$ cat config.mk
export PLATFORM = sky130hd
export DESIGN_NAME = glob_wildcard_matcher
export DESIGN_NICKNAME = d
export VERILOG_FILES = /design/src/rtl/gwm_pkg.sv /design/src/rtl/glob_wildcard_matcher.sv
export SDC_FILE = /design/constraint.sdc
export NUM_CORES = 1
export LEC_CHECK = 0
export BUFFER_PORTS_ARGS = -buffer_cell sky130_fd_sc_hd__buf_2
export CORE_AREA = 2 2 317 444
export CTS_BUF_LIST = sky130_fd_sc_hd__clkbuf_8 sky130_fd_sc_hd__clkbuf_16
export CTS_CLUSTER_DIAMETER = 80
export DETAILED_ROUTE_END_ITERATION = 8
export DIE_AREA = 0 0 319 446
export PLACE_DENSITY = 0.39
export SYNTH_ARGS = -nofsm -noshare
export SYNTH_HDL_FRONTEND = slang
export SYNTH_SLANG_ARGS = --single-unit
$ cat constraint.sdc
create_clock -name clock -period 4.2 [get_ports clock]
set_input_delay 0.84 -clock clock [delete_from_list [all_inputs] [get_ports clock]]
set_output_delay 0.84 -clock clock [all_outputs]
set_load 0.01 [all_outputs]
$ cat src/rtl/gwm_pkg.sv
`timescale 1ns / 1ps
`default_nettype none
package gwm_pkg;

   localparam int PATTERN_MAX = 32;
   localparam int CHAR_BITS   = 16;

   localparam int LEN_W = $clog2(PATTERN_MAX + 1);
   localparam int IDX_W = (PATTERN_MAX > 1) ? $clog2(PATTERN_MAX) : 1;
   localparam int VEC_W = PATTERN_MAX + 1;

   localparam logic [CHAR_BITS-1:0] UNIT_STAR = CHAR_BITS'(42);
   localparam logic [CHAR_BITS-1:0] UNIT_ANY  = CHAR_BITS'(63);

   typedef enum logic [1:0] {
      OP_APPEND  = 2'd0,
      OP_EMPTY   = 2'd1,
      OP_SUBJECT = 2'd2,
      OP_END     = 2'd3
   } op_type;

endpackage
`default_nettype wire

$ cat src/rtl/glob_wildcard_matcher.sv
`timescale 1ns / 1ps
`default_nettype none
// Glob matcher: load a pattern unit by unit ('*' any run, '?' one unit), then stream
// subject units; the final subject unit, or an end-empty-subject beat, returns one
// match bit. One beat is taken every clock, unless a result-bearing beat waits while
// rsp_stall holds the last result; input register, then result register. The per-unit
// work is one parallel compare over all pattern positions and one carry-chain add that
// spreads live positions through runs of stars, all between those two registers.
module glob_wildcard_matcher (
   input  wire                               clock,
   input  wire                               reset,
   input  wire                               req_valid,
   output logic                              req_stall,
   input  wire  [1:0]                        req_operation,
   input  wire  [gwm_pkg::CHAR_BITS-1:0]     req_symbol,
   input  wire                               req_last,
   output logic                              rsp_valid,
   input  wire                               rsp_stall,
   output logic                              rsp_matched
);

   logic                              s1_valid_ff, s1_valid_in;
   gwm_pkg::op_type                   s1_op_ff;
   logic [gwm_pkg::CHAR_BITS-1:0]     s1_sym_ff;
   logic                              s1_last_ff;

   logic [gwm_pkg::CHAR_BITS-1:0]     units_ff [gwm_pkg::PATTERN_MAX];
   logic                              unit_we;
   logic [gwm_pkg::IDX_W-1:0]         unit_idx;

   logic [gwm_pkg::LEN_W-1:0]         len_ff, len_in;
   logic                              open_ff, open_in;
   logic                              busy_ff, busy_in;
   logic [gwm_pkg::VEC_W-1:0]         live_ff, live_in;
   logic [gwm_pkg::VEC_W-1:0]         start_ff, start_in;

   logic                              rsp_valid_ff, rsp_valid_in;
   logic                              rsp_matched_ff, rsp_matched_in;

   logic                              req_accept;
   logic                              s1_has_result;
   logic                              s1_block;
   logic                              s1_fire;

   logic [gwm_pkg::VEC_W-1:0]         star_vec;
   logic [gwm_pkg::VEC_W-1:0]         base_vec;
   logic [gwm_pkg::VEC_W-1:0]         adv_vec;
   logic [gwm_pkg::VEC_W-1:0]         seed_vec;
   logic [gwm_pkg::VEC_W-1:0]         sum_vec;
   logic [gwm_pkg::VEC_W-1:0]         closed_vec;
   logic [gwm_pkg::PATTERN_MAX-1:0]   hit_vec;
   logic [gwm_pkg::LEN_W-1:0]         wr_pos;
   logic [gwm_pkg::LEN_W-1:0]         wr_next;
   logic                              sym_star;

   assign s1_has_result = (s1_op_ff == gwm_pkg::OP_END) ||
                          ((s1_op_ff == gwm_pkg::OP_SUBJECT) && s1_last_ff);
   assign s1_block      = s1_has_result && rsp_valid_ff && rsp_stall;
   assign s1_fire       = s1_valid_ff && !s1_block;
   assign req_stall     = s1_valid_ff && s1_block;
   assign req_accept    = req_valid && !req_stall;

   always_comb begin
      s1_valid_in = s1_valid_ff;
      if (req_accept) begin
         s1_valid_in = 1'b1;
      end else if (s1_fire) begin
         s1_valid_in = 1'b0;
      end
   end

   always_ff @(posedge clock) begin
      if (reset) begin
         s1_valid_ff <= 1'b0;
      end else begin
         s1_valid_ff <= s1_valid_in;
      end
   end

   always_ff @(posedge clock) begin
      if (req_accept) begin
         s1_op_ff   <= gwm_pkg::op_type'(req_operation);
         s1_sym_ff  <= req_symbol;
         s1_last_ff <= req_last;
      end
   end

   always_comb begin
      star_vec = '0;
      hit_vec  = '0;
      for (int i = 0; i < gwm_pkg::PATTERN_MAX; i++) begin
         star_vec[i] = (gwm_pkg::LEN_W'(i) < len_ff) && (units_ff[i] == gwm_pkg::UNIT_STAR);
         hit_vec[i]  = (gwm_pkg::LEN_W'(i) < len_ff) &&
                       ((units_ff[i] == gwm_pkg::UNIT_ANY) || (units_ff[i] == s1_sym_ff));
      end
   end

   assign base_vec = busy_ff ? live_ff : start_ff;

   always_comb begin
      adv_vec = '0;
      for (int i = 1; i < gwm_pkg::VEC_W; i++) begin
         if (star_vec[i-1]) begin
            adv_vec[i] = base_vec[i] || base_vec[i-1];
         end else begin
            adv_vec[i] = base_vec[i-1] && hit_vec[i-1];
         end
      end
   end

   // spread live bits through runs of stars with one carry chain
   assign seed_vec   = adv_vec & star_vec;
   assign sum_vec    = star_vec + seed_vec;
   assign closed_vec = adv_vec | (sum_vec ^ star_vec ^ seed_vec);

   assign wr_pos   = open_ff ? len_ff : '0;
   assign wr_next  = wr_pos + gwm_pkg::LEN_W'(1);
   assign unit_idx = wr_pos[gwm_pkg::IDX_W-1:0];
   assign sym_star = (s1_sym_ff == gwm_pkg::UNIT_STAR);

   always_comb begin
      len_in         = len_ff;
      open_in        = open_ff;
      busy_in        = busy_ff;
      live_in        = live_ff;
      start_in       = start_ff;
      unit_we        = 1'b0;
      rsp_matched_in = rsp_matched_ff;
      rsp_valid_in   = rsp_valid_ff && rsp_stall;
      if (s1_fire) begin
         unique case (s1_op_ff)
            gwm_pkg::OP_APPEND: begin
               busy_in = 1'b0;
               open_in = !s1_last_ff;
               if (!open_ff) begin
                  start_in = gwm_pkg::VEC_W'(1);
               end
               if (wr_pos < gwm_pkg::LEN_W'(gwm_pkg::PATTERN_MAX)) begin
                  unit_we           = 1'b1;
                  len_in            = wr_next;
                  start_in[wr_next] = (open_ff ? start_ff[wr_pos] : 1'b1) && sym_star;
               end
            end
            gwm_pkg::OP_EMPTY: begin
               busy_in  = 1'b0;
               open_in  = 1'b0;
               len_in   = '0;
               start_in = gwm_pkg::VEC_W'(1);
            end
            gwm_pkg::OP_SUBJECT: begin
               open_in = 1'b0;
               live_in = closed_vec;
               busy_in = !s1_last_ff;
               if (s1_last_ff) begin
                  rsp_valid_in   = 1'b1;
                  rsp_matched_in = closed_vec[len_ff];
               end
            end
            gwm_pkg::OP_END: begin
               open_in        = 1'b0;
               busy_in        = 1'b0;
               rsp_valid_in   = 1'b1;
               rsp_matched_in = start_ff[len_ff];
            end
            default: begin
               open_in = open_ff;
            end
         endcase
      end
   end

   always_ff @(posedge clock) begin
      if (unit_we) begin
         units_ff[unit_idx] <= s1_sym_ff;
      end
   end

   always_ff @(posedge clock) begin
      if (reset) begin
         len_ff       <= '0;
         open_ff      <= 1'b0;
         busy_ff      <= 1'b0;
         live_ff      <= '0;
         start_ff     <= gwm_pkg::VEC_W'(1);
         rsp_valid_ff <= 1'b0;
      end else begin
         len_ff       <= len_in;
         open_ff      <= open_in;
         busy_ff      <= busy_in;
         live_ff      <= live_in;
         start_ff     <= start_in;
         rsp_valid_ff <= rsp_valid_in;
      end
   end

   always_ff @(posedge clock) begin
      rsp_matched_ff <= rsp_matched_in;
   end

   assign rsp_valid   = rsp_valid_ff;
   assign rsp_matched = rsp_matched_ff;

   a_len_bound: assert property (@(posedge clock) disable iff (reset)
      len_ff <= gwm_pkg::LEN_W'(gwm_pkg::PATTERN_MAX))
      else $error("pattern length beyond capacity");

   a_start_root: assert property (@(posedge clock) disable iff (reset)
      start_ff[0])
      else $error("empty prefix not live for empty subject");

   a_stall_cause: assert property (@(posedge clock) disable iff (reset)
      req_stall |-> (rsp_valid_ff && rsp_stall && s1_has_result))
      else $error("input stalled without a blocked result");

   a_empty_pattern: assert property (@(posedge clock) disable iff (reset)
      (s1_fire && (s1_op_ff == gwm_pkg::OP_EMPTY)) |=> (len_ff == '0) && !open_ff && !busy_ff)
      else $error("empty pattern not applied");

   a_result_source: assert property (@(posedge clock) disable iff (reset)
      (s1_fire && !s1_has_result && !(rsp_valid_ff && rsp_stall)) |=> !rsp_valid_ff)
      else $error("result produced by a beat that gives none");

endmodule
`default_nettype wire
==> out/metrics.csv, run 1 <==
stage,metric,value,unit
critical_path,"Max FO, Critical Path",27,
global_routing,Total GRT Usage,18.25,%
timing,Final Hold Vio Count,0,
logic_synthesis,Post-Synthesis Cells,2860,
cells_and_area,Nets,3413,
logic_synthesis,Ys Warns,0,
logic_synthesis,top-count cell post-synth,edfxtp_1,
critical_path,Crit. End Element,register,
job,max-cap violation count,0,
clock_network,Max H-tree Level,3,
logic_synthesis,synth cell count leaders,"532 x edfxtp_1, 348 x xnor2_1, 223 x nor2_1, 171 x xor2_1, 147 x nand2_1",
floorplan,Die W,319,microns
logic_synthesis,"FFs w/ async S/R, synth",0,%
logic_synthesis,share of the synthesized area in the top cell type,48.49,%
pwr,Lkg Pwr,13.80,nW
timing,fin crit share,101.0,%
worst_hold_path,WHS Path Cells,1,
drt,Remaining DRCs,0,
timing,RSZ-0062 raised after global routing,yes,
pwr,Net Sw Frac,23.73,%
drt,vias,25720,
floorplan,core area,0.1386,sq mm
critical_path,critical setup path kind,reg2reg,
logic_synthesis,Yosys cell types,113,
timing,setup ws final,-0.04204,ns
global_routing,met2 usage,33.34,%
pwr,sequential power share,47.2,%
timing,Worst Tran Pin Value,1.044,ns
clock_network,Root Buffer,clkbuf_16,
logic_synthesis,Post-Syn Area,0.03295,sq mm
clock_network,clk sinks,607,
global_routing,busiest grt layer,met2,
timing,Final Skew,0.04360,ns
critical_path,Worst Path Arrival,4.68,ns
pwr,Comb power frac,6.7,%
timing,final hold slack,0.3049,ns
global_routing,largest net degree at the start of global routing,61,
drt,Initial DRC Count,1503,
pwr,Pint,0.01067,W
cells_and_area,Fill cells,14345,
clock_network,CTS Hold Buffers Added,0,
logic_synthesis,Yosys reg bits,607,
place,RePlAce Congestion,0.9307,
logic_synthesis,synth top area cells,"edfxtp_1 48%, xnor2_1 9.3%, dfxtp_1 4.6%, xor2_1 4.5%, nor2_1 2.5%",
outcome,failing checks,setup timing,
place,HPWL after detailed placement,99900,microns
cells_and_area,P&R area growth vs syn,27.13,%
floorplan,row cnt,162,
logic_synthesis,number of synthesized flops with an enable pin,532,
drt,Via-to-Cell Ratio,4.891,
worst_hold_path,Hold Path Class,in2reg,
pwr,Pwr Density,334.0,mW/mm^2
timing,worst relative slew slack,30.24,%
logic_synthesis,mean post-synth cell area,11.52,sq um
outcome,status,finished with violations,
global_routing,met3 Use GR,2.068,%
floorplan,die area,0.1423,sq mm
pwr,Max VDD drop,0.2648,mV
global_routing,number of global-route vias before repair,26760,
drt,routed wire length,131300,microns
logic_synthesis,dominant cell type by area after synthesis,edfxtp_1,
critical_path,"Req. time, crit path",4.64,ns
clock_network,Max clock buf depth,3,
floorplan,starting density of the core,23.76,%
place,pre-CTS setup slack,-0.5441,ns
clock_network,"Reg clk slew, reported paths",0.06,ns
floorplan,Die H,446,microns
critical_path,nature of the critical path startpoint,register,
timing,f_max,235.7,MHz
place,I/O Buffers,25,
drt,DR WL/cell,24.97,microns
timing,crit path time final,4.242,ns
critical_path,worst reg2reg path depth,18,
global_routing,met1 global-route usage,20.58,%
logic_synthesis,Syn Nets,2888,
floorplan,Top-Level Pins,26,
timing,Final Setup Violations,1,
timing,Final Max Slew Viols,0,
clock_network,Clock Latency Late Sink,0.71,ns
global_routing,antenna violations before repair,6,
logic_synthesis,sequential area share after synthesis,53.05,%
pwr,clock power share,46.2,%
drt,DRT Pass-1 Iters,5,
clock_network,CTS tree,built,
clock_network,TritonCTS Buffers,71,
cells_and_area,layout cell share with drive strength beyond 1,24.43,%
global_routing,first-pass GRT wire length,188400,microns
pwr,Switch Pwr,0.003320,W
drt,remaining antenna violation count,0,
logic_synthesis,commonest register cell after synthesis,edfxtp_1,
global_routing,GR Overflow Total,0,
routing by layer:
metal | vias to the layer above | share of wire (%)
li1 | 12031 | -
met2 | 600 | 52
met5 | - | 0
met1 | 12863 | 40
met4 | 0 | 5.5
met3 | 226 | 3.4
metrics by stage:
step                      area (sq um)  util (%)  TNS (ns)  total power, W  instances
final                            41880     30.21  -0.04204         0.01399       5259
after global routing             41870     30.20   -0.2634         0.01443       5254
after CTS                        41740     30.11  -0.02258         0.01421       5246
after detailed placement         39090     28.19   -0.6232        0.007676       5109
after global placement           39090     28.19   -0.6274        0.007681       5109
after floorplan                  32950         -         0        0.007207       2860
cells by family (layout without fill, tap and decap cells):
group                      count (synthesis)  after routing  synth area share [%]
other                                      0             12                     0
buffers and inverters                    169            752                 3.209
xor gates and xnor gates                 519            519                 13.80
adders and majority gates                  5              5                0.1899
and+or+nand+nor                         1078           1078                 17.98
DFF                                      607            607                 53.05
AOI/OAI and AO/OA                        430            430                 9.882
muxes                                     52             52                 1.895
final cells by class:
class / instances / area [sq um] / area share (%)
Multi-Input combinational cell: 2084 / 14750 / 35.22
Clock buffer: 74 / 1841 / 4.394
Clock inverter: 57 / 536.8 / 1.282
Tap cell: 1804 / 2257 / 5.389
Sequential cell: 607 / 17490 / 41.75
Inverter: 19 / 71.32 / 0.1703
Antenna cell: 12 / 30.03 / 0.07170
Timing Repair Buffer: 602 / 4908 / 11.72
state kept, by name (all words and copies together) (netlist names):
name / flops
s1_sym_ff: 16
units_ff: 512
s1_valid_ff: 1
rsp_matched: 1
start_ff: 33
open_ff: 1
len_ff: 6
s1_op_ff: 2
s1_last_ff: 1
live_ff: 32
busy_ff: 1
rsp_valid: 1
layout by cell type (no fill, tap or decap), types with 39 or more instances in the layout:
cell and count:
a21oi_1 69, buf_4 541, clkbuf_16 73, dfxtp_1 68
edfxtp_1 532, inv_1 39, nand2_1 147, nand3_1 92
nand4_1 133, nor2_1 220, nor3_1 111, nor4_1 123
o21ai_0 53, xnor2_1 346, xor2_1 169
repair_timing:
item	4_1_cts	5_1_grt
buffers inserted	6	1
pin swaps	12	12
resized for setup	39	18
endpoints found under the setup margin	3	3
power groups by stage:
stage               sequential, W  clock, W  combinational, W
floorplan                 0.00675         0          0.000456
global placement          0.00673         0          0.000956
detailed placement        0.00673         0          0.000951
CTS                       0.00660   0.00666          0.000959
global route              0.00659   0.00683           0.00100
finish                    0.00660   0.00646          0.000935
path summary, 6_finish.rpt:
check | slack (ns) | start | endpoint
worst max-delay path | -0.04 | len_ff[4] | rsp_matched
worst min-delay path | 0.30 | req_operation[1] | s1_op_ff[1]
worst max register to register | -0.04 | len_ff[4] | rsp_matched
worst min register to register | 0.48 | live_ff[1] | live_ff[1]
worst max-delay path: stages, from the launching register on:
cell	delay [ns]
dfxtp_1	0.32
buf_4	0.14
buf_12	0.17
or3_4	0.38
a21oi_1	0.17
buf_4	0.17
nor3_1	0.06
a22oi_2	0.18
buf_4	0.20
o2bb2ai_1	0.12
buf_4	0.17
o221a_2	0.25
o2bb2ai_1	0.20
o311ai_4	0.44
nor2_2	0.10
a2111oi_4	0.36
nand2_1	0.09
a211o_1	0.27
a2bb2oi_2	0.16
No activity file was read; power rests on OpenSTA's default activity.
==> run 2: changes to the inputs <==
--- a/config.mk
+++ b/config.mk
@@ -11,7 +11,7 @@
 export CTS_CLUSTER_DIAMETER = 80
 export DETAILED_ROUTE_END_ITERATION = 8
 export DIE_AREA = 0 0 319 446
-export PLACE_DENSITY = 0.39
+export PLACE_DENSITY_LB_ADDON = 0.05
 export SYNTH_ARGS = -nofsm -noshare
 export SYNTH_HDL_FRONTEND = slang
 export SYNTH_SLANG_ARGS = --single-unit
==> run 2 against run 1 <==
  * Via count grew 1.2%
  * Global-route usage grew 0.79 points
  * Clock skew shrank 0.017 ns
  * Flip-flop and latch count is the same
  * Setup slack lost 0.022 ns
  * Register-to-register slack lost 0.02 ns
  * Core utilization grew 0.76 points
  * Critical path type unchanged
  * The flow still finishes with violations (setup timing)
  * Clock power grew 6.8%
  * Largest power group is now the clock network
  * Final cell count grew 0.51%
  * Critical path depth grew 1
  * Die area is the same
==> out/metrics.csv, run 2 (synthesis gave the netlist of run 1 again) <==
stage,metric,value,unit
outcome,status,finished with violations,
outcome,failing checks,setup timing,
cells_and_area,max reg flops,512,
critical_path,Crit. End Element,register,
job,max-cap violation count,0,
cells_and_area,largest registers,"units_ff x512, start_ff x33, live_ff x32",
cells_and_area,"Most flops, register",units_ff,
clock_network,Root Buffer,clkbuf_16,
timing,Worst Tran Pin Value,0.9046,ns
place,I/O Buffers,25,
floorplan,Die H,446,microns
global_routing,Total GRT Usage,19.04,%
worst_hold_path,Hold Path Class,in2reg,
timing,Final Skew,0.02673,ns
critical_path,worst setup path startpoint,s1_sym_ff[4],
critical_path,nature of the critical path startpoint,register,
clock_network,CTS Hold Buffers Added,0,
drt,routed wire length,136600,microns
cells_and_area,"commonest cells after routing, fill and taps aside","552 x buf_4, 532 x edfxtp_1, 334 x xnor2_1",
clock_network,"Reg clk slew, reported paths",0.06,ns
pwr,Max VDD drop,0.2920,mV
critical_path,"Max FO, Critical Path",3,
drt,vias,26025,
critical_path,"Req. time, crit path",4.65,ns
timing,fin crit share,101.5,%
critical_path,worst reg2reg path depth,19,
drt,Remaining DRCs,0,
timing,RSZ-0062 raised after global routing,yes,
worst_hold_path,Hold Path Origin,req_symbol[12],
drt,DRT Pass-1 Iters,7,
cells_and_area,Nets,3448,
critical_path,R2R setup slack,-0.06,ns
global_routing,GR Overflow Total,0,
global_routing,antenna violations before repair,6,
critical_path,Worst Path Arrival,4.72,ns
pwr,Lkg Pwr,14.34,nW
critical_path,critical setup path kind,reg2reg,
clock_network,TritonCTS Buffers,76,
place,pre-CTS setup slack,-0.8091,ns
pwr,Pwr Density,336.8,mW/mm^2
cells_and_area,"commonest non-fill, non-tap cell in the layout",buf_4,
cells_and_area,layout cell share with drive strength beyond 1,27.10,%
timing,crit path time final,4.264,ns
floorplan,row cnt,162,
timing,Final Max Slew Viols,0,
floorplan,Die W,319,microns
floorplan,Top-Level Pins,26,
timing,setup ws final,-0.06368,ns
floorplan,die area,0.1423,sq mm
clock_network,Clock Latency Late Sink,0.70,ns
global_routing,first-pass GRT wire length,196900,microns
timing,final hold slack,0.3153,ns
pwr,total power,0.01446,W
timing,Final Hold Vio Count,0,
drt,remaining antenna violation count,0,
cells_and_area,Fill cells,14311,
global_routing,largest net degree at the start of global routing,44,
timing,worst relative slew slack,39.70,%
drt,Via-to-Cell Ratio,4.923,
clock_network,Max clock buf depth,3,
clock_network,clk sinks,607,
worst_hold_path,WHS Path Cells,1,
place,RePlAce Congestion,0.8854,
global_routing,number of global-route vias before repair,27215,
cells_and_area,P&R area growth vs syn,30.31,%
timing,Final Setup Violations,1,
drt,Initial DRC Count,1898,
drt,DR WL/cell,25.84,microns
critical_path,Reg2Reg Launch Point,s1_sym_ff[4],
clock_network,Max H-tree Level,3,
floorplan,starting density of the core,23.76,%
clock_network,CTS tree,built,
timing,f_max,234.5,MHz
place,HPWL after detailed placement,103200,microns
floorplan,core area,0.1386,sq mm
run 2: cell count changes in the layout (fill, tap and decap cells not counted), moves of 8 or more:
| cell | previous run | this run |
|---|---|---|
| buf_6 | 1 | 13 |
| xnor2_2 | 2 | 14 |
| buf_4 | 541 | 552 |
| nor4_1 | 123 | 106 |
| nor4_2 | 9 | 24 |
| xnor2_1 | 346 | 334 |
| nor3_1 | 111 | 103 |
| nor3_2 | 3 | 11 |
| diode_2 | 12 | 2 |
run 2: what timing repair did:
action	in CTS	in global routing
resized for setup	86	63
buffers inserted	25	9
pin swaps	25	30
setup endpoints to repair	13	8
run 2: critical path: stages (launching register included):
cell and delay, ns:
edfxtp_1 0.50, buf_4 0.18, buf_4 0.14, xor2_2 0.19, nor3_2 0.06, nand3_1 0.17, buf_4 0.14, o22ai_1 0.09
o311a_4 0.37, or2_0 0.29, o32ai_4 0.30, buf_4 0.19, o32a_1 0.24, buf_6 0.14, buf_4 0.09, nand4_1 0.13
o2111ai_2 0.13, nand3_1 0.10, a2111o_1 0.41, a2bb2oi_2 0.14
run 2: final cells by class:
cell class / instances / area (sq um) / share of cell area, %
timing repair buffer: 632 / 5256 / 12.24
antenna: 2 / 5.005 / 0.01166
inverter: 19 / 71.32 / 0.1661
sequential: 607 / 17490 / 40.74
clock buffer: 80 / 1991 / 4.637
tap: 1804 / 2257 / 5.258
multi-input combinational: 2084 / 15270 / 35.58
clock inverter: 58 / 585.6 / 1.364
run 2: metal layers:
| metal | up-vias | share of wire (%) | global-route usage [%] |
|---|---|---|---|
| li1 | 12070 | - | - |
| met1 | 13196 | 41 | 22.19 |
| met2 | 578 | 53 | 35.53 |
| met3 | 181 | 3.0 | 1.959 |
| met4 | 0 | 3.7 | 7.427 |
| met5 | - | 0 | 0 |
run 2: worst paths after layout:
| check | end |
|---|---|
| worst max-delay path | rsp_matched |
| worst max register to register | rsp_matched |
| worst min register to register | live_ff[26] |
| worst min-delay path | s1_sym_ff[12] |
run 2: power breakdown:
| group | switching, W | internal [W] |
|---|---|---|
| sequential | 0.0000237 | 0.00657 |
| combinational | 0.000584 | 0.000373 |
| clock | 0.00284 | 0.00406 |
run 2: metrics by stage:
step	std cells	util [%]	area [sq um]	setup TNS [ns]
after global routing	5285	30.96	42930	-0.2223
after floorplan	2860	-	32950	0
after global placement	5114	28.27	39200	-3.126
after CTS	5277	30.65	42500	-0.05075
after detailed placement	5114	28.27	39200	-3.097
final	5286	30.97	42930	-0.06368
